## src/hw/rtl/sblf_ram.sv

```systemverilog
// sblf_ram: generic simple dual-port ram, one write and one registered read port
// no dependencies
module sblf_ram #(
  parameter int WIDTH = 8,
  parameter int DEPTH = 16,
  localparam int AW   = $clog2(DEPTH)
) (
  input  logic             clk_i,
  input  logic             we_i,
  input  logic [AW-1:0]    waddr_i,
  input  logic [WIDTH-1:0] wdata_i,
  input  logic             re_i,
  input  logic [AW-1:0]    raddr_i,
  output logic [WIDTH-1:0] rdata_o
);

  logic [WIDTH-1:0] mem_q [DEPTH];
  logic [WIDTH-1:0] rdata_q;

  // read-first: a read of the address being written returns the old word
  always_ff @(posedge clk_i) begin
    if (we_i) begin
      mem_q[waddr_i] <= wdata_i;
    end
    if (re_i) begin
      rdata_q <= mem_q[raddr_i];
    end
  end

  assign rdata_o = rdata_q;

endmodule

```

## config.mk

```make
export PLATFORM = sky130hd
export DESIGN_NAME = sblf_ram
export DESIGN_NICKNAME = d
export VERILOG_FILES = /design/src/hw/rtl/sblf_ram.sv
export SDC_FILE = /design/constraint.sdc
export NUM_CORES = 1
export LEC_CHECK = 0
export ABC_AREA = 0
export CORE_UTILIZATION = 25
export DETAILED_ROUTE_END_ITERATION = 7
export DONT_BUFFER_PORTS = 1
export MAX_ROUTING_LAYER = met4
export PLACE_DENSITY = 0.47
export SYNTH_ARGS = -nofsm -noshare
export SYNTH_HDL_FRONTEND = slang
export SYNTH_SLANG_ARGS = --single-unit
```

## constraint.sdc

```tcl
create_clock -name clk_i -period 1.8 [get_ports clk_i]
set_input_delay 0.36 -clock clk_i [delete_from_list [all_inputs] [get_ports clk_i]]
set_output_delay 0.36 -clock clk_i [all_outputs]
set_load 0.05 [all_outputs]
```

==> results of run 1 <==
-- worst paths after layout --
kind | from | end | cells after the start
worst min-delay path | wdata_i[0] | mem_q[0][0] | 0
worst max register to register | mem_q[9][5] | rdata_o[5] | 3
worst max-delay path | rdata_o[6] | rdata_o[6] | 0
worst min register to register | mem_q[11][2] | rdata_o[2] | 3
-- Yosys cell counts, types with 2 or more instances --
cell,number,area [µm²]
mux4_2,18,405
buf_6,3,33.8
mux4_1,14,368
buf_2,3,15.0
clkdlybuf4s25_2,3,30.0
nor2_1,13,48.8
nand2_1,9,33.8
a22oi_1,16,120
nand2b_1,2,12.5
edfxtp_1,136,4080
nor3_1,4,20.0
nand3b_1,2,15.0
-- stage by stage --
stage	power [W]	hold slack, ns
after floorplan	0.00388	0.459
after global placement	0.00391	0.460
after detailed placement	0.00391	0.461
after CTS	0.00691	0.0134
after global routing	0.00703	0.0150
final	0.00682	0.0397
-- flip-flops by register name, indices dropped and copies added, names as in the netlist --
| name | flops |
|---|---|
| rdata_o | 8 |
| mem_q | 128 |
-- routing by layer --
layer,part of all wire [%],up-vias,track usage [%],routed length (µm)
met5,0,-,-,0
met4,1.1,0,3.91,110
met3,6.1,8,4.94,629
met2,46,52,14.8,4710
met1,47,1245,13.6,4870
li1,-,1027,-,-
-- logic make-up (layout without fill, tap and decap cells) --
group                  after synthesis  count (layout)
DFF                                136             136
muxes                               32              32
and+or+nand+nor                     35              35
AOI/OAI and AO/OA                   16              16
buffers and inverters               10              44
-- report_power, final --
part	leakage, nW	switching [W]	internal, W
combinational	0.457	0.0000862	0.000107
sequential	1.24	0.0000779	0.00357
clock	0.245	0.00114	0.00183
-- final cells by class --
cell class | count | area, µm²
fillers | 1959 | 14300
flip-flops and latches | 136 | 4080
multi-input cells | 83 | 1060
clock buffers | 20 | 437
well taps | 270 | 338
repair buffers | 16 | 120
clock inverters | 8 | 60.1
==> metrics.md, run 1 <==
| Metric | Value |
|---|---|
| Synth Area in Simple Gates | 3.14% |
| Chip width | 147 µm |
| Syn Std Cell Area | 0.00523 mm² |
| Synth Area in Compound Gates | 2.30% |
| Critical Path End Type | output pin |
| Most used DFF post-synth | edfxtp_1 |
| Reg2Reg Setup Slack | 0.32 ns |
| Drt total wl | 10300 µm |
| Measured slew at the worst slew-check pin | 0.708 ns |
| Final-report hold violation count | 0 |
| # DRC | 0 |
| Count of pins over their slew limit | 0 |
| Via count | 2332 |
| Slew HR | 52.7% |
| Die height | 147 µm |
| Leakage | 1.94 nW |
| Outcome | finished clean |
| Sequential fraction of the synthesis area | 78.1% |
| CP arrival | 1.13 ns |
| Setup-failing EPs final | 0 |
| I/O pins | 27 |
| Placed Area | 0.00560 mm² |
| Clock Pin Slew Worst Setup and Hold Paths | 0.05 ns |
| Most common cell after layout, fill and taps aside | edfxtp_1 |
| Clock sink count | 136 |
| Worst Path Max Fanout | 1 |
| Aggregate global-route resource usage | 10.7% |
| Vias/cell | 4.38 |
| Mapped Nets | 248 |
| Worst hold path type | input port to flip-flop |
| Unrepaired setup endpoints after global routing | no |
| Pwr dens | 1120 mW/mm² |
| Tcrit/Tclk final | 82.8% |
| Finished Core Util | 30.0% |
| Max Freq | 0.671 GHz |
| Placed cell count | 505 |
| Fin crit period | 1.49 ns |
| Initial antenna violation count | 0 |
| Post_cts resized | 0 |
| Nets@finish | 273 |
| Detail Placement HPWL | 6790 µm |
| Starting Density | 25.7% |
| Vias in the first global route | 2505 |
| First-pass GRT wire length | 15600 µm |
| Mean routed wirelength per cell | 19.4 µm |
| Clock Skew | 0.00595 ns |
| Register bit total from synthesis | 136 |
| H-tree depth | 4 |
| Post-route ant nets | 0 |
| Max-cap viol count | 0 |
| Largest net degree at the start of global routing | 33 |
| Area Growth Syn to Fin | 16.7% |
| Fin cells | 533 |
| Post-synth EDFFs | 136 |
| CTS Root Cell | clkbuf_16 |
| Startpoint Class | flip-flop |
| Post-Synth Adder-Cell Area | 0% |
| Antenna diodes | 0 |
| Share of layout cells above drive strength 1 | 21.7% |
| Pre-antenna DRT Iters | 4 |
| VDD IR max | 0.722 mV |
| Cts hold-fix bufs | 0 |
| Worst path required time | 1.44 ns |
| Setup CP Type | flip-flop to output pin |
| Largest family of logic cells by synthesized area | multiplexers |
| Yosys cell types | 18 |
| Mux cell area share after synthesis | 14.8% |
| Row cnt | 52 |
| Grt ovf | 0 |
| Setup TNS | 0 ns |
| Total CTS buffers | 17 |
| CTS tree | built |
| Synth Area per Inst | 22.8 µm² |
| Ys Warns | 0 |
| Worst-skew pair later-pin latency | 0.41 ns |
| GP Congestion | 0.671 |
| Post-CTS Setup Bufs | 0 |
| Final Cell Area | 0.00610 mm² |
| CTS Buffer Depth | 2 |
| Core ar. | 0.0204 mm² |
| DR iter-0 viols | 226 |
| Pre-CTS setup slack | 0.257 ns |
| # port buffers | 0 |
| Most frequent cells in the layout | 136 x edfxtp_1, 18 x mux4_2, 17 x clkbuf_16 |
| Post-synthesis xor/xnor area fraction | 0% |
| Die Area | 0.0215 mm² |
| Final worst slack | 0.310 ns |
| Post-Syn Instances | 229 |
| FFs w/ async S/R, synth | 0% |
Note: power is estimated with default switching activity, not from simulation.
==> inputs of run 2 (changes only) <==
--- a/config.mk
+++ b/config.mk
@@ -10,7 +10,7 @@
 export DETAILED_ROUTE_END_ITERATION = 7
 export DONT_BUFFER_PORTS = 1
 export MAX_ROUTING_LAYER = met4
-export PLACE_DENSITY = 0.47
+export PLACE_DENSITY = 0.45
 export SYNTH_ARGS = -nofsm -noshare
 export SYNTH_HDL_FRONTEND = slang
 export SYNTH_SLANG_ARGS = --single-unit
==> constraint.sdc (replaced) <==
create_clock -name clk_i -period 1.5 [get_ports clk_i]
set_input_delay 0.3 -clock clk_i [delete_from_list [all_inputs] [get_ports clk_i]]
set_output_delay 0.3 -clock clk_i [all_outputs]
set_load 0.05 [all_outputs]
==> run 2 against run 1 <==
  * Clock power grew 27%
  * Hold slack gained 0.22 ns
  * Count of clock-buffer cells in the layout shrank 1
  * Largest cell class unchanged
  * Cell area grew 2.2%
==> metrics.md, run 2 (same netlist as run 1, synthesis figures left out) <==
| Metric | Value |
|---|---|
| Crit path from | mem_q[7][0] |
| I/O pins | 27 |
| Detail Placement HPWL | 7150 µm |
| # port buffers | 0 |
| Die height | 147 µm |
| Slew HR | 47.2% |
| CTS Root Cell | clkbuf_16 |
| Tcrit/Tclk final | 97.8% |
| Vias/cell | 4.34 |
| Aggregate global-route resource usage | 11.7% |
| Largest net degree at the start of global routing | 33 |
| Pre-antenna DRT Iters | 4 |
| Mean routed wirelength per cell | 20.6 µm |
| Final-report hold violation count | 0 |
| Most frequent cells in the layout | 136 x edfxtp_1, 31 x mux4_2, 17 x clkbuf_16, 17 x buf_4, 13 x nor2_1 |
| Worst hold path type | input port to flip-flop |
| Max-cap viol count | 0 |
| Fin crit period | 1.47 ns |
| Pwr dens | 1360 mW/mm² |
| Share of layout cells above drive strength 1 | 31.4% |
| Vias in the first global route | 2529 |
| Critical Path End Type | flip-flop |
| Max Freq | 0.682 GHz |
| CP arrival | 1.62 ns |
| Worst Path Max Fanout | 1 |
| DR iter-0 viols | 178 |
| Worst path required time | 1.66 ns |
| Grt ovf | 0 |
| VDD IR max | 0.626 mV |
| Clock Pin Slew Worst Setup and Hold Paths | 0.06 ns |
| Row cnt | 52 |
| Reg power frac | 51.5% |
| CTS tree | built |
| Worst setup path endpoint | rdata_o[0] |
| Post-CTS Setup Bufs | 0 |
| Reg2Reg Setup Slack | 0.03 ns |
| Core ar. | 0.0204 mm² |
| Die Area | 0.0215 mm² |
| Switching fraction of total power | 21.1% |
| Filler instances | 1963 |
| Number of flip-flops in the largest register | 128 |
| Worst hold margin | 0.265 ns |
| Via count | 2381 |
| P_sw | 0.00180 W |
| CTS Buffer Depth | 2 |
| Area Growth Syn to Fin | 19.2% |
| Starting Density | 25.7% |
| Unrepaired setup endpoints after global routing | yes |
| Chip width | 147 µm |
| FF-to-FF End | rdata_o[0] |
| Setup-failing EPs final | 0 |
| Drt total wl | 11300 µm |
| Setup CP Type | flip-flop to flip-flop |
| Clock sink count | 136 |
| Leakage | 1.94 nW |
| Clock Power Share | 44.4% |
| Fin cells | 548 |
| Nets@finish | 283 |
| Post-route ant nets | 0 |
| Outcome | finished clean |
| Count of pins over their slew limit | 0 |
| First-pass GRT wire length | 16800 µm |
| # DRC | 0 |
| Logic pwr share | 4.1% |
| Placed cell count | 506 |
| H-tree depth | 4 |
| Internal power | 0.00670 W |
| Clock Skew | 0.00491 ns |
| Most common cell after layout, fill and taps aside | edfxtp_1 |
| Measured slew at the worst slew-check pin | 0.791 ns |
| Initial antenna violation count | 1 |
| Worst-skew pair later-pin latency | 0.41 ns |
| Largest reg by FF count | mem_q |
| R2R cell count | 3 |
| Startpoint Class | flip-flop |
| GP Congestion | 0.717 |
| Total CTS buffers | 17 |
| Worst reg2reg startpoint | mem_q[7][0] |
[run 2: area by class of cell]
class	count	area (µm²)	area share [%]
diodes	1	2.50	0.0401
clock buffers	19	433	6.94
clock inverters	13	105	1.69
multi-input cells	83	1050	16.9
flip-flops and latches	136	4080	65.5
well taps	270	338	5.42
repair buffers	26	218	3.49
[run 2: worst min-delay path by stage]
stage	from	to	slack (ns)	depth (start not counted)
after CTS	waddr_i[0]	mem_q[12][7]	0.24	2
after detailed placement	wdata_i[7]	mem_q[2][7]	0.40	0
after global placement	wdata_i[7]	mem_q[0][7]	0.40	0
after floorplan	wdata_i[0]	mem_q[0][0]	0.40	0
final	waddr_i[0]	mem_q[12][5]	0.26	2
after global routing	waddr_i[0]	mem_q[12][7]	0.25	2
[run 2: through the flow]
step | utilization (%) | power (W) | instance area (µm²) | TNS (ns) | worst slack, ns
detailed placement | 27.3 | 0.00472 | 5560 | -0.200 | -0.0228
floorplan | - | 0.00468 | 5220 | -1.99 | -0.0661
CTS | 30.5 | 0.00857 | 6210 | 0 | 0.000705
global placement | 27.3 | 0.00471 | 5560 | 0 | 0.00501
finish | 30.6 | 0.00850 | 6230 | 0 | 0.0331
global route | 30.6 | 0.00875 | 6230 | -0.0202 | -0.0145
[run 2: what timing repair did]
item	in CTS	in global routing
pin swaps	0	0
cloned	0	0
gates resized for setup	3	6
hold buffers	9	0
endpoints found under the setup margin	3	4
hold endpoints to repair	136	0
[run 2: layer usage]
metal / share of wire [%] / GRT usage, % / wire length (µm) / vias to the layer above
met1: 47 / 15.3 / 5260 / 1236
met5: 0 / - / 0 / -
met4: 1.5 / 4.90 / 172 / 0
li1: - / - / - / 1044
met3: 6.7 / 3.62 / 757 / 13
met2: 45 / 16.5 / 5100 / 88
[run 2: power groups by stage]
stage	Combinational (W)	Clock [W]	Sequential [W]
floorplan	0.000235	0	0.00444
global placement	0.000257	0	0.00445
detailed placement	0.000258	0	0.00446
CTS	0.000345	0.00385	0.00438
global route	0.000372	0.00400	0.00438
finish	0.000346	0.00378	0.00438
[run 2: critical path: stages, from the launching register on]
cell	delay [ns]
edfxtp_1	0.36
mux4_2	0.55
a22oi_2	0.21
nand2_1	0.08
