`src/hw/rtl/sblf_pkg.sv`:
```
// sblf_pkg: shared constants, register indices, mode codes and inter-module structs
// for the selective blur luma filter; no dependencies
package sblf_pkg;

  localparam int MAX_WIDTH    = 2048;
  localparam int MAX_HEIGHT   = 4096;
  localparam int PIX_W        = 8;
  localparam int COL_W        = $clog2(MAX_WIDTH);
  localparam int ROW_W        = $clog2(MAX_HEIGHT);
  localparam int FILL_W       = $clog2(MAX_WIDTH + 2);
  localparam int MODE_W       = 3;
  localparam int WIDTH_REG_W  = 12;
  localparam int HEIGHT_REG_W = 13;
  localparam int CFG_DATA_W   = 13;
  localparam int CFG_IDX_W    = 2;
  localparam int LINE_W       = 2 * PIX_W;
  localparam int OQ_DEPTH     = 8;
  localparam int OQ_PTR_W     = $clog2(OQ_DEPTH);
  localparam int OQ_CNT_W     = $clog2(OQ_DEPTH + 1);
  localparam int FLIGHT_W     = 2;

  // reset values of the registers, sizes given as pixel and line counts
  localparam int WIDTH_RESET  = 640;
  localparam int HEIGHT_RESET = 480;
  localparam int THR_RESET    = 1;

  // truncating divide by reciprocal: x/3 for x <= 765, x/9 for x <= 2295
  localparam int DIV3_MUL     = 683;
  localparam int DIV3_SHIFT   = 11;
  localparam int DIV9_MUL     = 7282;
  localparam int DIV9_SHIFT   = 16;

  typedef enum logic [CFG_IDX_W-1:0] {
    REG_MODE         = 2'd0,
    REG_THRESHOLD    = 2'd1,
    REG_FRAME_WIDTH  = 2'd2,
    REG_FRAME_HEIGHT = 2'd3
  } reg_idx_e;

  localparam logic [MODE_W-1:0] MODE_MEAN   = 3'd0;
  localparam logic [MODE_W-1:0] MODE_THRESH = 3'd1;
  localparam logic [MODE_W-1:0] MODE_SELECT = 3'd2;

  localparam logic CMD_PIXEL = 1'b0;
  localparam logic CMD_FLUSH = 1'b1;

  // one pixel position pushed into the line memory and window
  typedef struct packed {
    logic             valid;
    logic             emit;
    logic [PIX_W-1:0] pix;
    logic             col_edge;
    logic             row_edge;
    logic             eof;
    logic [COL_W-1:0] addr;
  } push_t;

  typedef struct packed {
    logic [MODE_W-1:0] mode;
    logic [PIX_W-1:0]  thr;
  } cfg_t;

  typedef struct packed {
    logic              we;
    logic [COL_W-1:0]  addr;
    logic [LINE_W-1:0] data;
  } ram_wr_t;

  typedef struct packed {
    logic             valid;
    logic             eof;
    logic [PIX_W-1:0] pix;
  } result_t;

endpackage

```
`src/hw/rtl/sblf_filter.sv`:
```
// sblf_filter: line memory write-back with forwarding, 3x3 window and filter arithmetic
// depends on sblf_pkg
module sblf_filter (
  input  logic                              clk_i,
  input  logic                              rst_ni,
  input  sblf_pkg::push_t                   push_i,
  input  logic [sblf_pkg::LINE_W-1:0]       rd_data_i,
  input  sblf_pkg::cfg_t                    cfg_i,
  output sblf_pkg::ram_wr_t                 wr_o,
  output sblf_pkg::result_t                 res_o,
  output logic [sblf_pkg::FLIGHT_W-1:0]     inflight_o
);

  sblf_pkg::push_t             s1_q;
  logic                        fwd_hit_q;
  logic [sblf_pkg::LINE_W-1:0] fwd_data_q;
  logic [sblf_pkg::LINE_W-1:0] entry;
  logic [sblf_pkg::PIX_W-1:0]  above, cur;
  logic [sblf_pkg::PIX_W-1:0]  win_q [3][3];

  logic                        s2_valid_q, s2_col_edge_q, s2_row_edge_q, s2_eof_q;
  logic                        s3_valid_q, s3_col_edge_q, s3_row_edge_q, s3_eof_q;
  logic [sblf_pkg::PIX_W-1:0]  s3_c_q;
  logic [9:0]                  s3_sum3_q, sum3;
  logic [11:0]                 s3_sum9_q, sum9;
  logic [sblf_pkg::PIX_W:0]    lim_wide;
  logic [sblf_pkg::PIX_W-1:0]  lim, c2;
  logic [sblf_pkg::PIX_W-1:0]  clip [3][3];
  logic [9:0]                  row_sum [3];
  logic [20:0]                 prod3;
  logic [24:0]                 prod9;
  logic [sblf_pkg::PIX_W-1:0]  mean, div9, res_pix;

  // stage 1: line memory word arrives, forward a write made at the read edge
  assign entry = fwd_hit_q ? fwd_data_q : rd_data_i;
  assign above = entry[sblf_pkg::LINE_W-1:sblf_pkg::PIX_W];
  assign cur   = entry[sblf_pkg::PIX_W-1:0];

  assign wr_o.we   = s1_q.valid;
  assign wr_o.addr = s1_q.addr;
  assign wr_o.data = {cur, s1_q.pix};

  always_ff @(posedge clk_i or negedge rst_ni) begin
    if (!rst_ni) begin
      s1_q       <= '0;
      fwd_hit_q  <= 1'b0;
      s2_valid_q <= 1'b0;
      s3_valid_q <= 1'b0;
      for (int i = 0; i < 3; i++) begin
        for (int j = 0; j < 3; j++) begin
          win_q[i][j] <= '0;
        end
      end
    end else begin
      s1_q       <= push_i;
      fwd_hit_q  <= push_i.valid && s1_q.valid && (push_i.addr == s1_q.addr);
      s2_valid_q <= s1_q.valid && s1_q.emit;
      s3_valid_q <= s2_valid_q;
      if (s1_q.valid) begin
        for (int i = 0; i < 3; i++) begin
          win_q[i][0] <= win_q[i][1];
          win_q[i][1] <= win_q[i][2];
        end
        win_q[0][2] <= above;
        win_q[1][2] <= cur;
        win_q[2][2] <= s1_q.pix;
      end
    end
  end

  always_ff @(posedge clk_i) begin
    fwd_data_q    <= wr_o.data;
    s2_col_edge_q <= s1_q.col_edge;
    s2_row_edge_q <= s1_q.row_edge;
    s2_eof_q      <= s1_q.eof;
    s3_col_edge_q <= s2_col_edge_q;
    s3_row_edge_q <= s2_row_edge_q;
    s3_eof_q      <= s2_eof_q;
    s3_c_q        <= c2;
    s3_sum3_q     <= sum3;
    s3_sum9_q     <= sum9;
  end

  // stage 2: neighbour clipping and sums over the updated window
  assign c2       = win_q[1][1];
  assign lim_wide = {1'b0, c2} + {1'b0, cfg_i.thr};
  assign lim      = lim_wide[sblf_pkg::PIX_W] ? '1 : lim_wide[sblf_pkg::PIX_W-1:0];

  always_comb begin
    for (int i = 0; i < 3; i++) begin
      for (int j = 0; j < 3; j++) begin
        clip[i][j] = (win_q[i][j] > lim) ? c2 : win_q[i][j];
      end
      row_sum[i] = 10'(clip[i][0]) + 10'(clip[i][1]) + 10'(clip[i][2]);
    end
  end

  assign sum9 = 12'(row_sum[0]) + 12'(row_sum[1]) + 12'(row_sum[2]);
  assign sum3 = 10'(win_q[1][0]) + 10'(c2) + 10'(win_q[1][2]);

  // stage 3: truncating divides and mode selection
  assign prod3 = 21'(s3_sum3_q) * 21'(sblf_pkg::DIV3_MUL);
  assign prod9 = 25'(s3_sum9_q) * 25'(sblf_pkg::DIV9_MUL);
  assign mean  = prod3[sblf_pkg::DIV3_SHIFT +: sblf_pkg::PIX_W];
  assign div9  = prod9[sblf_pkg::DIV9_SHIFT +: sblf_pkg::PIX_W];

  always_comb begin
    res_pix = s3_c_q;
    if (!s3_col_edge_q) begin
      case (cfg_i.mode)
        sblf_pkg::MODE_MEAN:   res_pix = mean;
        sblf_pkg::MODE_THRESH: res_pix = (s3_c_q > cfg_i.thr) ? mean : s3_c_q;
        sblf_pkg::MODE_SELECT: res_pix = s3_row_edge_q ? s3_c_q : div9;
        default:               res_pix = s3_c_q;
      endcase
    end
  end

  assign res_o.valid = s3_valid_q;
  assign res_o.eof   = s3_eof_q;
  assign res_o.pix   = res_pix;

  assign inflight_o = sblf_pkg::FLIGHT_W'(s1_q.valid && s1_q.emit)
                    + sblf_pkg::FLIGHT_W'(s2_valid_q)
                    + sblf_pkg::FLIGHT_W'(s3_valid_q);

endmodule

```
`config.mk`:
```
export PLATFORM = sky130hd
export DESIGN_NAME = sblf_filter
export DESIGN_NICKNAME = d
export VERILOG_FILES = /design/src/hw/rtl/sblf_pkg.sv /design/src/hw/rtl/sblf_filter.sv
export SDC_FILE = /design/constraint.sdc
export NUM_CORES = 1
export LEC_CHECK = 0
export BUFFER_PORTS_ARGS = -buffer_cell sky130_fd_sc_hd__buf_2
export CORE_MARGIN = 4
export CORE_UTILIZATION = 60
export CTS_CLUSTER_DIAMETER = 150
export DETAILED_ROUTE_END_ITERATION = 8
export GPL_TIMING_DRIVEN = 0
export PLACE_DENSITY = 0.79
export SLEW_MARGIN = 15
export SYNTH_ARGS = -nofsm -noshare
export SYNTH_HDL_FRONTEND = slang
export SYNTH_SLANG_ARGS = --single-unit
```
`constraint.sdc`:
```
create_clock -name clk_i -period 13.68 [get_ports clk_i]
set_clock_uncertainty 0.2 [all_clocks]
set_input_delay 2.052 -clock clk_i [delete_from_list [all_inputs] [get_ports clk_i]]
set_output_delay 2.052 -clock clk_i [all_outputs]
set_load 0.005 [all_outputs]
```
==> impl_results.md <==
* Setup TNS at 0 ns
* Worst EP arrival at 10.05 ns
* Die W at 159 µm
* Cell mode on critical path: fa_1
* Status: completed
* FP Rows at 54
* 1st-iter DRT viols at between 400 and 500
* Clock sink total at between 150 and 200
* DP Wirelength at around 24000 µm
* Largest net degree at the start of global routing at 62
* Post-Route WL at ~29000 µm
* Hold_buf cts at 0
* Async set-reset flop share out of synthesis at about two thirds
* I/O Pins at 93
* Die height at about 160 µm
* Slowest CP cell: nor2_1
* Flops & latches, synth at 151
* Crit start category: input pin
* CP max stage delay at just over 0.6 ns
* MaxCap Viol Count at 0
* # setup viols final at 0
* Commonest non-fill, non-tap cells in the layout: 216 x inv_1, 215 x ha_1, 116 x fa_1, 99 x dfrtp_1, 91 x buf_2
* Initial Util at between 60% and 70%
* Routed wire per std cell at approximately 17 µm
* DRT antenna net count at 0
* Slew HR at between 40% and 50%
* Number of synthesized flops with an enable pin at 0
* PortBufs at 92
* Max Transition Viols Final at 0
* Number of setup buffers added after CTS at 0
* Skew-Pair Late Insertion Delay at ~0.43 ns
* Grt ovf at 0
* Overall Global Routing Usage at 24.8%
* Htree depth at 4
* Sequential area share after synthesis at between 20 and 30%
* Syn_area_per_cell at ~11 µm²
* CTS root buffer: clkbuf_16
* Fin. Hold Viols at 0
* Synth-to-Final Area Change at 10.5%
* Mapped Nets at between 1.5k and 2k
* Worst hold path stage count at 0
* Final Cycle Share at about 72%
* CP Max Fanout at 8
* Via count at roughly 9.1k
* Yosys warns at 0
* DRT Pass-1 Iters at 5
* Ant diodes at 0
* Core area at between 20000 and 25000 µm²
* Clock slew at reported path FFs at approximately 0.07 ns
* Post-synth cell types at 61
* CTS resizes at 0
* R2R depth at 30
* First-pass GRT wire length at between 40000 and 50000 µm
* Clock buffer depth at 2
* Top FF cell, synth: dfrtp_1
* Vias in the first global route at approximately 10k
* Final min period at roughly 10 ns
* Final #Nets at ~1.7k
* Cell Area, Synth at approximately 14000 µm²
* Layout cells sized above 1 at 18.9%
* Critical Path RT at between 10 and 15 ns
* Num CTS Buffers at 17
* # DRC at 0
* Vias per cell at about 5.5
* Initial antenna violation count at 0
* WS Path Type: input pin to flip-flop
* Mapped Cells at ~1.3k
* Commonest non-fill, non-tap cell in the layout: inv_1
* Routability cong. at ~0.9
* RSZ-0062 raised after global routing: no
* Worst hold path type: flip-flop to flip-flop
* CTS tree: built
* Die area at 25100 µm²
* FMAX at just over 100 MHz
* Core Util, Final at 68.2%
* Worst slew pin tran at 0.883 ns
* Worst Setup End Kind: flip-flop
## sequential cells by signal, indices dropped and copies added (netlist names), 4 cells and up
register,flops
s3_c_q,8
fwd_data_q,16
s3_sum9_q,12
c2,8
wr_o,20
s1_q,4
win_q,64
s3_sum3_q,10
## routing by layer
metal / track usage [%] / wire length (µm) / share of wire, % / vias to the layer above
met5: 0 / 0 / 0 / -
met4: 7.27 / 598 / 2.1 / 0
met3: 4.08 / 1110 / 3.9 / 50
met2: 42.7 / 14200 / 49 / 189
met1: 32.5 / 12800 / 45 / 4420
li1: - / - / - / 4414
## synthesized netlist by cell type, types with 9 or more instances
master | instances | share of area (%)
mux2_2 | 90 | 7.5
nand3_1 | 11 | 0.40
o21ai_0 | 24 | 0.88
inv_1 | 216 | 6.0
xnor2_1 | 51 | 3.3
xor2_1 | 9 | 0.58
a21oi_1 | 44 | 1.6
nand2_1 | 34 | 0.94
buf_4 | 30 | 1.7
dfrtp_1 | 99 | 18
clkbuf_1 | 15 | 0.41
a21o_1 | 31 | 1.7
nor3_1 | 11 | 0.40
dfxtp_1 | 52 | 7.7
nand4_1 | 16 | 0.74
mux2i_1 | 48 | 3.5
ha_1 | 215 | 20
o21bai_1 | 11 | 0.61
nor2_1 | 34 | 0.94
fa_1 | 116 | 17
## cell type report
cell class / instances / area (µm²)
multi-input cells: 832 / 8950
fillers: 1691 / 7010
flip-flops and latches: 151 / 3520
inverters: 216 / 811
repair buffers: 93 / 494
clock buffers: 19 / 443
well taps: 280 / 350
plain buffers: 53 / 319
clock inverters: 13 / 134
## critical path, delay by kind of cell
family | cells | cell delay (ns)
muxes | 1 | 0.33
xor gates and xnor gates | 1 | 0.16
adders and majority gates | 8 | 3.53
and+or+nand+nor | 5 | 1.28
AOI/OAI and AO/OA | 12 | 2.26
buffers and inverters | 4 | 0.41
## cells by family after synthesis
kind of cell,Yosys count,share of synthesized area (%)
adder cells (fa/ha/maj),339,37.5
buffers and inverters,269,8.31
AO/OA/AOI/OAI,157,8.59
flip-flops,151,25.9
multiplexers,138,11.0
AND/OR/NAND/NOR,138,4.91
XOR/XNOR,60,3.86
## worst paths after layout
check                         start            end  slack, ns
max                        cfg_i[0]  s3_sum9_q[10]       3.77
min                        s2_eof_q       s3_eof_q       0.13
max reg2reg                   c2[0]  s3_sum9_q[10]       5.05
min reg2reg                s2_eof_q       s3_eof_q       0.13
max in group asynchronous    rst_ni          c2[2]      11.32
min in group asynchronous    rst_ni       wr_o[24]       1.33
## stage by stage
stage                     cells  instance area [µm²]  hold WS [ns]  worst slack, ns
after detailed placement   1625                14400         0.119             3.41
after CTS                  1657                15000         0.135             3.79
final                      1657                15000         0.131             3.77
after global placement     1624                14400         0.111             3.55
after floorplan            1252                13600         0.110             4.42
after global routing       1657                15000         0.141             3.31
Power is left out: the tool's default activity adds up to more than one toggle a clock period on the data nets, which glitch-free logic cannot reach.
