==> src/hw/rtl/sblf_pkg.sv <==
// sblf_pkg: shared constants, register indices, mode codes and inter-module structs
// for the selective blur luma filter; no dependencies
package sblf_pkg;

  localparam int MAX_WIDTH    = 2048;
  localparam int MAX_HEIGHT   = 4096;
  localparam int PIX_W        = 8;
  localparam int COL_W        = $clog2(MAX_WIDTH);
  localparam int ROW_W        = $clog2(MAX_HEIGHT);
  localparam int FILL_W       = $clog2(MAX_WIDTH + 2);
  localparam int MODE_W       = 3;
  localparam int WIDTH_REG_W  = 12;
  localparam int HEIGHT_REG_W = 13;
  localparam int CFG_DATA_W   = 13;
  localparam int CFG_IDX_W    = 2;
  localparam int LINE_W       = 2 * PIX_W;
  localparam int OQ_DEPTH     = 8;
  localparam int OQ_PTR_W     = $clog2(OQ_DEPTH);
  localparam int OQ_CNT_W     = $clog2(OQ_DEPTH + 1);
  localparam int FLIGHT_W     = 2;

  // reset values of the registers, sizes given as pixel and line counts
  localparam int WIDTH_RESET  = 640;
  localparam int HEIGHT_RESET = 480;
  localparam int THR_RESET    = 1;

  // truncating divide by reciprocal: x/3 for x <= 765, x/9 for x <= 2295
  localparam int DIV3_MUL     = 683;
  localparam int DIV3_SHIFT   = 11;
  localparam int DIV9_MUL     = 7282;
  localparam int DIV9_SHIFT   = 16;

  typedef enum logic [CFG_IDX_W-1:0] {
    REG_MODE         = 2'd0,
    REG_THRESHOLD    = 2'd1,
    REG_FRAME_WIDTH  = 2'd2,
    REG_FRAME_HEIGHT = 2'd3
  } reg_idx_e;

  localparam logic [MODE_W-1:0] MODE_MEAN   = 3'd0;
  localparam logic [MODE_W-1:0] MODE_THRESH = 3'd1;
  localparam logic [MODE_W-1:0] MODE_SELECT = 3'd2;

  localparam logic CMD_PIXEL = 1'b0;
  localparam logic CMD_FLUSH = 1'b1;

  // one pixel position pushed into the line memory and window
  typedef struct packed {
    logic             valid;
    logic             emit;
    logic [PIX_W-1:0] pix;
    logic             col_edge;
    logic             row_edge;
    logic             eof;
    logic [COL_W-1:0] addr;
  } push_t;

  typedef struct packed {
    logic [MODE_W-1:0] mode;
    logic [PIX_W-1:0]  thr;
  } cfg_t;

  typedef struct packed {
    logic              we;
    logic [COL_W-1:0]  addr;
    logic [LINE_W-1:0] data;
  } ram_wr_t;

  typedef struct packed {
    logic             valid;
    logic             eof;
    logic [PIX_W-1:0] pix;
  } result_t;

endpackage

==> src/hw/rtl/sblf_ctrl.sv <==
// sblf_ctrl: configuration registers, raster position and pipeline fill tracking
// depends on sblf_pkg
module sblf_ctrl (
  input  logic                               clk_i,
  input  logic                               rst_ni,
  input  logic                               cfg_we_i,
  input  logic [sblf_pkg::CFG_IDX_W-1:0]     cfg_index_i,
  input  logic [sblf_pkg::CFG_DATA_W-1:0]    cfg_data_i,
  input  logic                               acc_i,
  input  logic                               cmd_i,
  input  logic [sblf_pkg::PIX_W-1:0]         pix_i,
  output sblf_pkg::push_t                    push_o,
  output sblf_pkg::cfg_t                     cfg_o
);

  logic [sblf_pkg::MODE_W-1:0] mode_q, mode_d;
  logic [sblf_pkg::PIX_W-1:0]  thr_q, thr_d;
  logic [sblf_pkg::COL_W-1:0]  w_last_q, w_last_d;
  logic [sblf_pkg::ROW_W-1:0]  h_last_q, h_last_d;
  logic [sblf_pkg::COL_W-1:0]  in_col_q, in_col_d, out_col_q, out_col_d;
  logic [sblf_pkg::ROW_W-1:0]  in_row_q, in_row_d, out_row_q, out_row_d;
  logic [sblf_pkg::FILL_W-1:0] fill_q, fill_d, live_q, live_d, live_dec;
  logic [sblf_pkg::WIDTH_REG_W-1:0]  w_req;
  logic [sblf_pkg::HEIGHT_REG_W-1:0] h_req;
  logic is_pix, push, emit, restart;

  assign is_pix = (cmd_i == sblf_pkg::CMD_PIXEL);
  assign push   = acc_i && (is_pix || (live_q != '0));
  assign emit   = fill_q > (sblf_pkg::FILL_W'(w_last_q) + sblf_pkg::FILL_W'(1));
  assign w_req  = cfg_data_i[sblf_pkg::WIDTH_REG_W-1:0];
  assign h_req  = cfg_data_i[sblf_pkg::HEIGHT_REG_W-1:0];

  always_comb begin
    mode_d    = mode_q;
    thr_d     = thr_q;
    w_last_d  = w_last_q;
    h_last_d  = h_last_q;
    in_col_d  = in_col_q;
    in_row_d  = in_row_q;
    out_col_d = out_col_q;
    out_row_d = out_row_q;
    fill_d    = fill_q;
    live_d    = live_q;
    live_dec  = (live_q != '0) ? live_q - sblf_pkg::FILL_W'(1) : '0;
    restart   = 1'b0;

    if (push) begin
      if (in_col_q == w_last_q) begin
        in_col_d = '0;
        in_row_d = (in_row_q == h_last_q) ? '0 : in_row_q + sblf_pkg::ROW_W'(1);
      end else begin
        in_col_d = in_col_q + sblf_pkg::COL_W'(1);
      end
      if (!emit) begin
        fill_d = fill_q + sblf_pkg::FILL_W'(1);
      end
      if (is_pix) begin
        live_d = emit ? fill_q : fill_q + sblf_pkg::FILL_W'(1);
      end
      if (emit) begin
        if (out_col_q == w_last_q) begin
          out_col_d = '0;
          out_row_d = (out_row_q == h_last_q) ? '0 : out_row_q + sblf_pkg::ROW_W'(1);
        end else begin
          out_col_d = out_col_q + sblf_pkg::COL_W'(1);
        end
        // flush that outputs the last real pixel starts a new frame
        if (!is_pix) begin
          live_d  = live_dec;
          restart = (live_dec == '0);
        end
      end
    end

    if (cfg_we_i) begin
      case (cfg_index_i)
        sblf_pkg::REG_MODE: begin
          mode_d = cfg_data_i[sblf_pkg::MODE_W-1:0];
        end
        sblf_pkg::REG_THRESHOLD: begin
          thr_d = cfg_data_i[sblf_pkg::PIX_W-1:0];
        end
        sblf_pkg::REG_FRAME_WIDTH: begin
          if (w_req < sblf_pkg::WIDTH_REG_W'(3)) begin
            w_last_d = sblf_pkg::COL_W'(2);
          end else if (int'(w_req) > sblf_pkg::MAX_WIDTH) begin
            w_last_d = sblf_pkg::COL_W'(sblf_pkg::MAX_WIDTH - 1);
          end else begin
            w_last_d = sblf_pkg::COL_W'(w_req - sblf_pkg::WIDTH_REG_W'(1));
          end
          restart = 1'b1;
        end
        sblf_pkg::REG_FRAME_HEIGHT: begin
          if (h_req == '0) begin
            h_last_d = '0;
          end else if (int'(h_req) > sblf_pkg::MAX_HEIGHT) begin
            h_last_d = sblf_pkg::ROW_W'(sblf_pkg::MAX_HEIGHT - 1);
          end else begin
            h_last_d = sblf_pkg::ROW_W'(h_req - sblf_pkg::HEIGHT_REG_W'(1));
          end
          restart = 1'b1;
        end
        default: begin
        end
      endcase
    end

    if (restart) begin
      in_col_d  = '0;
      in_row_d  = '0;
      out_col_d = '0;
      out_row_d = '0;
      fill_d    = '0;
      live_d    = '0;
    end
  end

  always_ff @(posedge clk_i or negedge rst_ni) begin
    if (!rst_ni) begin
      mode_q    <= sblf_pkg::MODE_MEAN;
      thr_q     <= sblf_pkg::PIX_W'(sblf_pkg::THR_RESET);
      w_last_q  <= sblf_pkg::COL_W'(sblf_pkg::WIDTH_RESET - 1);
      h_last_q  <= sblf_pkg::ROW_W'(sblf_pkg::HEIGHT_RESET - 1);
      in_col_q  <= '0;
      in_row_q  <= '0;
      out_col_q <= '0;
      out_row_q <= '0;
      fill_q    <= '0;
      live_q    <= '0;
    end else begin
      mode_q    <= mode_d;
      thr_q     <= thr_d;
      w_last_q  <= w_last_d;
      h_last_q  <= h_last_d;
      in_col_q  <= in_col_d;
      in_row_q  <= in_row_d;
      out_col_q <= out_col_d;
      out_row_q <= out_row_d;
      fill_q    <= fill_d;
      live_q    <= live_d;
    end
  end

  always_comb begin
    push_o.valid    = push;
    push_o.emit     = emit;
    push_o.pix      = is_pix ? pix_i : '0;
    push_o.col_edge = (out_col_q == '0) || (out_col_q == w_last_q);
    push_o.row_edge = (out_row_q == '0) || (out_row_q == h_last_q);
    push_o.eof      = (out_col_q == w_last_q) && (out_row_q == h_last_q);
    push_o.addr     = in_col_q;
  end

  assign cfg_o.mode = mode_q;
  assign cfg_o.thr  = thr_q;

endmodule

==> config.mk <==
export PLATFORM = sky130hd
export DESIGN_NAME = sblf_ctrl
export DESIGN_NICKNAME = d
export VERILOG_FILES = /design/src/hw/rtl/sblf_pkg.sv /design/src/hw/rtl/sblf_ctrl.sv
export SDC_FILE = /design/constraint.sdc
export NUM_CORES = 1
export LEC_CHECK = 0
export BUFFER_PORTS_ARGS = -buffer_cell sky130_fd_sc_hd__buf_4
export CORE_MARGIN = 2
export CORE_UTILIZATION = 36
export DETAILED_ROUTE_END_ITERATION = 8
export PLACE_DENSITY = 0.65
export SLEW_MARGIN = 20
export SYNTH_ARGS = -nofsm -noshare
export SYNTH_HDL_FRONTEND = slang
export SYNTH_SLANG_ARGS = --single-unit
==> constraint.sdc <==
create_clock -name clk_i -period 8.4 [get_ports clk_i]
set_input_delay 1.68 -clock clk_i [delete_from_list [all_inputs] [get_ports clk_i]]
set_output_delay 1.68 -clock clk_i [all_outputs]
set_load 0.01 [all_outputs]
==> run_results.csv <==
group,metric,value,unit
finish,finish.utilization,0.418,
logic_synthesis,synth_enable_flop_cells,0,
critical_path,crit_family,"simple AND/OR/NAND/NOR gates",
place,dp_cells,973,
floorplanning,die_x,136,um
hold_path,holdPathStages,2,
sta,hold_viol,0,
job,maxCapViolations,0,
grt,grt-ovfl-total,0,
clock_tree,cts_setup_buffers,0,
floorplanning,die_y,136,um
grt,grt_pass1_wl,26800,um
sta,min_period,6.07,ns
critical_path,r2r_end,"live_q[3]",
sta,max_freq,165,MHz
grt,grt_pass1_vias,5144,
critical_path,end_kind,"output port",
power_and_ir_drop,p_sw_frac,0.334,
place,portBuffers,62,
clock_tree,cts_made_buffers,9,
sta,grt_setup_unrepaired,"false",
floorplanning,start_util,0.365,
finish,drive_above_1_share,0.158,
grt,grt_max_degree,57,
floorplanning,core_area,17200,um2
route,viasPerCell,5.54,
route,drt_iter0_markers,394,
clock_tree,cts-resized-gates,0,
hold_path,hp-class,"flip-flop to flip-flop",
clock_tree,clockBufferDepth,2,
grt,grt_use_total,0.182,
critical_path,regToRegSetupSlack,3.36,ns
outcome,status,"completed",
power_and_ir_drop,power_switching,470,uW
critical_path,regToRegStartpoint,"w_last_q[2]",
critical_path,slowest_delay,0.61,ns
route,routed_wl,16000,um
critical_path,startpoint_type,"flip-flop",
sta,finalSetupViolations,0,
clock_tree,cts_root_buffer,"clkbuf_16",
logic_synthesis,ys.flop_type,"dfrtp_1",
power_and_ir_drop,ir_drop,0.000109,V
clock_tree,clock_sinks,92,
route,wl_per_cell,16.2,um
critical_path,crit_buf_inv,2,
critical_path,critical_path_class,"flip-flop to output port",
finish,n_fill_cell,1802,
logic_synthesis,ys_warn_count,0,
place,hpwl,11800,um
logic_synthesis,mappedNetlistArea,6270,um2
power_and_ir_drop,total_power,1.41,mW
clock_tree,cts_tree,"yes",
logic_synthesis,syn_inst,722,
sta,setup_tns,0,ns
critical_path,worst_r2r_path_depth,15,
critical_path,cp.arrival,4.39,ns
hold_path,hold_start,"h_last_q[6]",
sta,finalCritPeriodShare,0.723,
power_and_ir_drop,pwr-share-seq,0.424,
critical_path,path_max_fanout,25,
sta,tightest_slew,1.05,ns
logic_synthesis,yosysSeqAreaShare,0.370,
clock_tree,clock_latency,0.35,ns
logic_synthesis,post_synth_num_cell_types,64,
floorplanning,io_pins,63,
clock_tree,clk_pin_slew,0.07,ns
place,gp_congestion,0.871,
clock_tree,htree_levels,3,
logic_synthesis,synth-seq-cells,92,
power_and_ir_drop,p_int,937,uW
grt,grt_antenna_before_repair,0,
finish,fin_cells,989,
logic_synthesis,syn-mean-instance-area,8.69,um2
critical_path,critPathRequiredTime,6.72,ns
power_and_ir_drop,pwr-share-clk,0.311,
finish,fin_nets,809,
floorplanning,die_area,18500,um2
route,drc,0,
route,drt.antenna.violating_nets,0,
logic_synthesis,syn-num-nets,772,
power_and_ir_drop,power-per-cell-area,196,nW/um2
sta,fin_skew,0.00948,ns
sta,max_slew_margin,0.300,
power_and_ir_drop,p_leak,3.12,nW
finish,area_growth,14.4,%
power_and_ir_drop,power_frac_comb,0.265,
logic_synthesis,async_reset_ff_frac,1.00,
critical_path,cpMaxStageDelayCell,"dfstp_2",
place,dp_slack,2.75,ns
route,drt-pass1-iter-count,5,
hold_path,min_to,"h_last_q[6]",
sta,slew_violations,0,
sta,fin_ws,2.33,ns
clock_tree,ctsHoldBuffers,0,
finish,antennaDiodeCount,0,
critical_path,crit_chain,"nand3_1 -> nor2_1 -> nand2_1 -> nor3_1 -> nand3_1 -> xor2_1 -> ha_1 -> a21oi_1 -> o21a_1 -> a21oi_1 -> nand2_1 -> inv_1 -> buf_4",
floorplanning,row_count,48,
route,vias,5478,
## flip-flops by register name (all words and copies together), names as in the netlist
| register | flops |
|---|---|
| fill_q | 12 |
| h_last_q | 12 |
| live_q | 12 |
| out_row_q | 12 |
| in_col_q | 11 |
| out_col_q | 11 |
| w_last_q | 11 |
| thr_q | 8 |
| mode_q | 3 |
## power groups by stage
stage / Clock, mW / Sequential [mW] / Combinational (mW)
3_5_place_dp: 0 / 0.604 / 0.372
6_report: 0.437 / 0.596 / 0.373
2_1_floorplan: 0 / 0.568 / 0.274
4_1_cts: 0.443 / 0.596 / 0.374
3_3_place_gp: 0 / 0.603 / 0.368
5_1_grt: 0.462 / 0.609 / 0.417
## placed cells by master, fill, tap and decap left out, types with 15 or more instances in the layout
cell	instances
nand2_1	76
dfrtp_1	75
buf_4	65
o21ai_0	52
nand3_1	45
nor2_1	41
xor2_1	36
xnor2_1	28
a21oi_1	27
inv_1	26
nor3_1	23
ha_1	22
a22o_1	17
and3_1	17
dfstp_2	17
nor4_1	15
## Yosys cell counts (4+ instances only)
library cell / number / area (um2)
nand2_1: 76 / 285
o21ai_1: 5 / 25.0
mux2_2: 11 / 124
o21ai_0: 52 / 260
clkbuf_1: 29 / 109
or4_1: 6 / 45.0
buf_2: 5 / 25.0
nand2b_1: 10 / 62.6
xor2_1: 36 / 315
o211ai_1: 6 / 45.0
nor4_1: 15 / 93.8
a31oi_1: 11 / 68.8
nor2_1: 41 / 154
dfrtp_1: 75 / 1880
a21oi_1: 27 / 135
a21o_1: 12 / 90.1
xnor2_1: 28 / 245
a22o_1: 17 / 149
o22ai_1: 5 / 31.3
ha_1: 22 / 275
inv_1: 26 / 97.6
a32oi_1: 6 / 52.6
nand4_1: 13 / 81.3
nand3_1: 45 / 225
nor2b_1: 11 / 68.8
o31ai_1: 4 / 30.0
and2_1: 6 / 37.5
a211oi_1: 6 / 45.0
and3_1: 17 / 106
nor3_1: 23 / 115
dfstp_2: 17 / 447
## metal layers
| metal | vias up | wire [um] | part of all wire | track usage |
|---|---|---|---|---|
| met1 | 2587 | 7700 | 0.48 | 0.262 |
| li1 | 2697 | - | - | - |
| met2 | 171 | 7140 | 0.45 | 0.276 |
| met3 | 23 | 805 | 0.050 | 0.0254 |
| met4 | 0 | 392 | 0.024 | 0.0729 |
| met5 | - | 0 | 0 | 0 |
## how the worst max path moves through the flow
stage                      from          to  slack [ns]  cells past startpoint
floorplan           w_last_q[2]  push_o[22]        3.38                     15
global placement    w_last_q[2]  push_o[22]        2.93                     13
CTS                 w_last_q[2]  push_o[22]        2.35                     13
global route        w_last_q[3]  push_o[22]        1.91                     13
finish              w_last_q[2]  push_o[22]        2.33                     13
detailed placement  w_last_q[2]  push_o[22]        2.75                     13
## logic make-up (layout without fill, tap and decap cells)
family                   count (synthesis)  count (layout)  share of synthesized area
multiplexers                            15              15                     0.0281
buffers and inverters                   66             108                     0.0447
flip-flops                              92              92                      0.370
AO/OA/AOI/OAI                          180             180                      0.192
AND/OR/NAND/NOR                        283             283                      0.231
adder cells (fa/ha/maj)                 22              22                     0.0439
XOR/XNOR                                64              64                     0.0894
## cell type report
| class | count | area (um2) | share of cell area |
|---|---|---|---|
| Tap cell | 225 | 282 | 0.0392 |
| Timing Repair Buffer | 65 | 488 | 0.0680 |
| Sequential cell | 92 | 2320 | 0.324 |
| Clock inverter | 3 | 43.8 | 0.00610 |
| Clock buffer | 13 | 270 | 0.0377 |
| Multi-Input combinational cell | 564 | 3670 | 0.511 |
| Inverter | 27 | 101 | 0.0141 |
## tightest hold or removal path, delay by kind of cell, from the launching register on
family	cells	cell delay, ns
flops	1	0.37
simple gates	1	0.04
compound gates	1	0.06
## metrics by stage
stage | area, um2 | hold slack, ns
floorplan | 6270 | 0.465
global placement | 6860 | 0.474
detailed placement | 6860 | 0.482
CTS | 7180 | 0.492
global route | 7180 | 0.515
finish | 7180 | 0.487
Power figures use the tool's default switching activity.
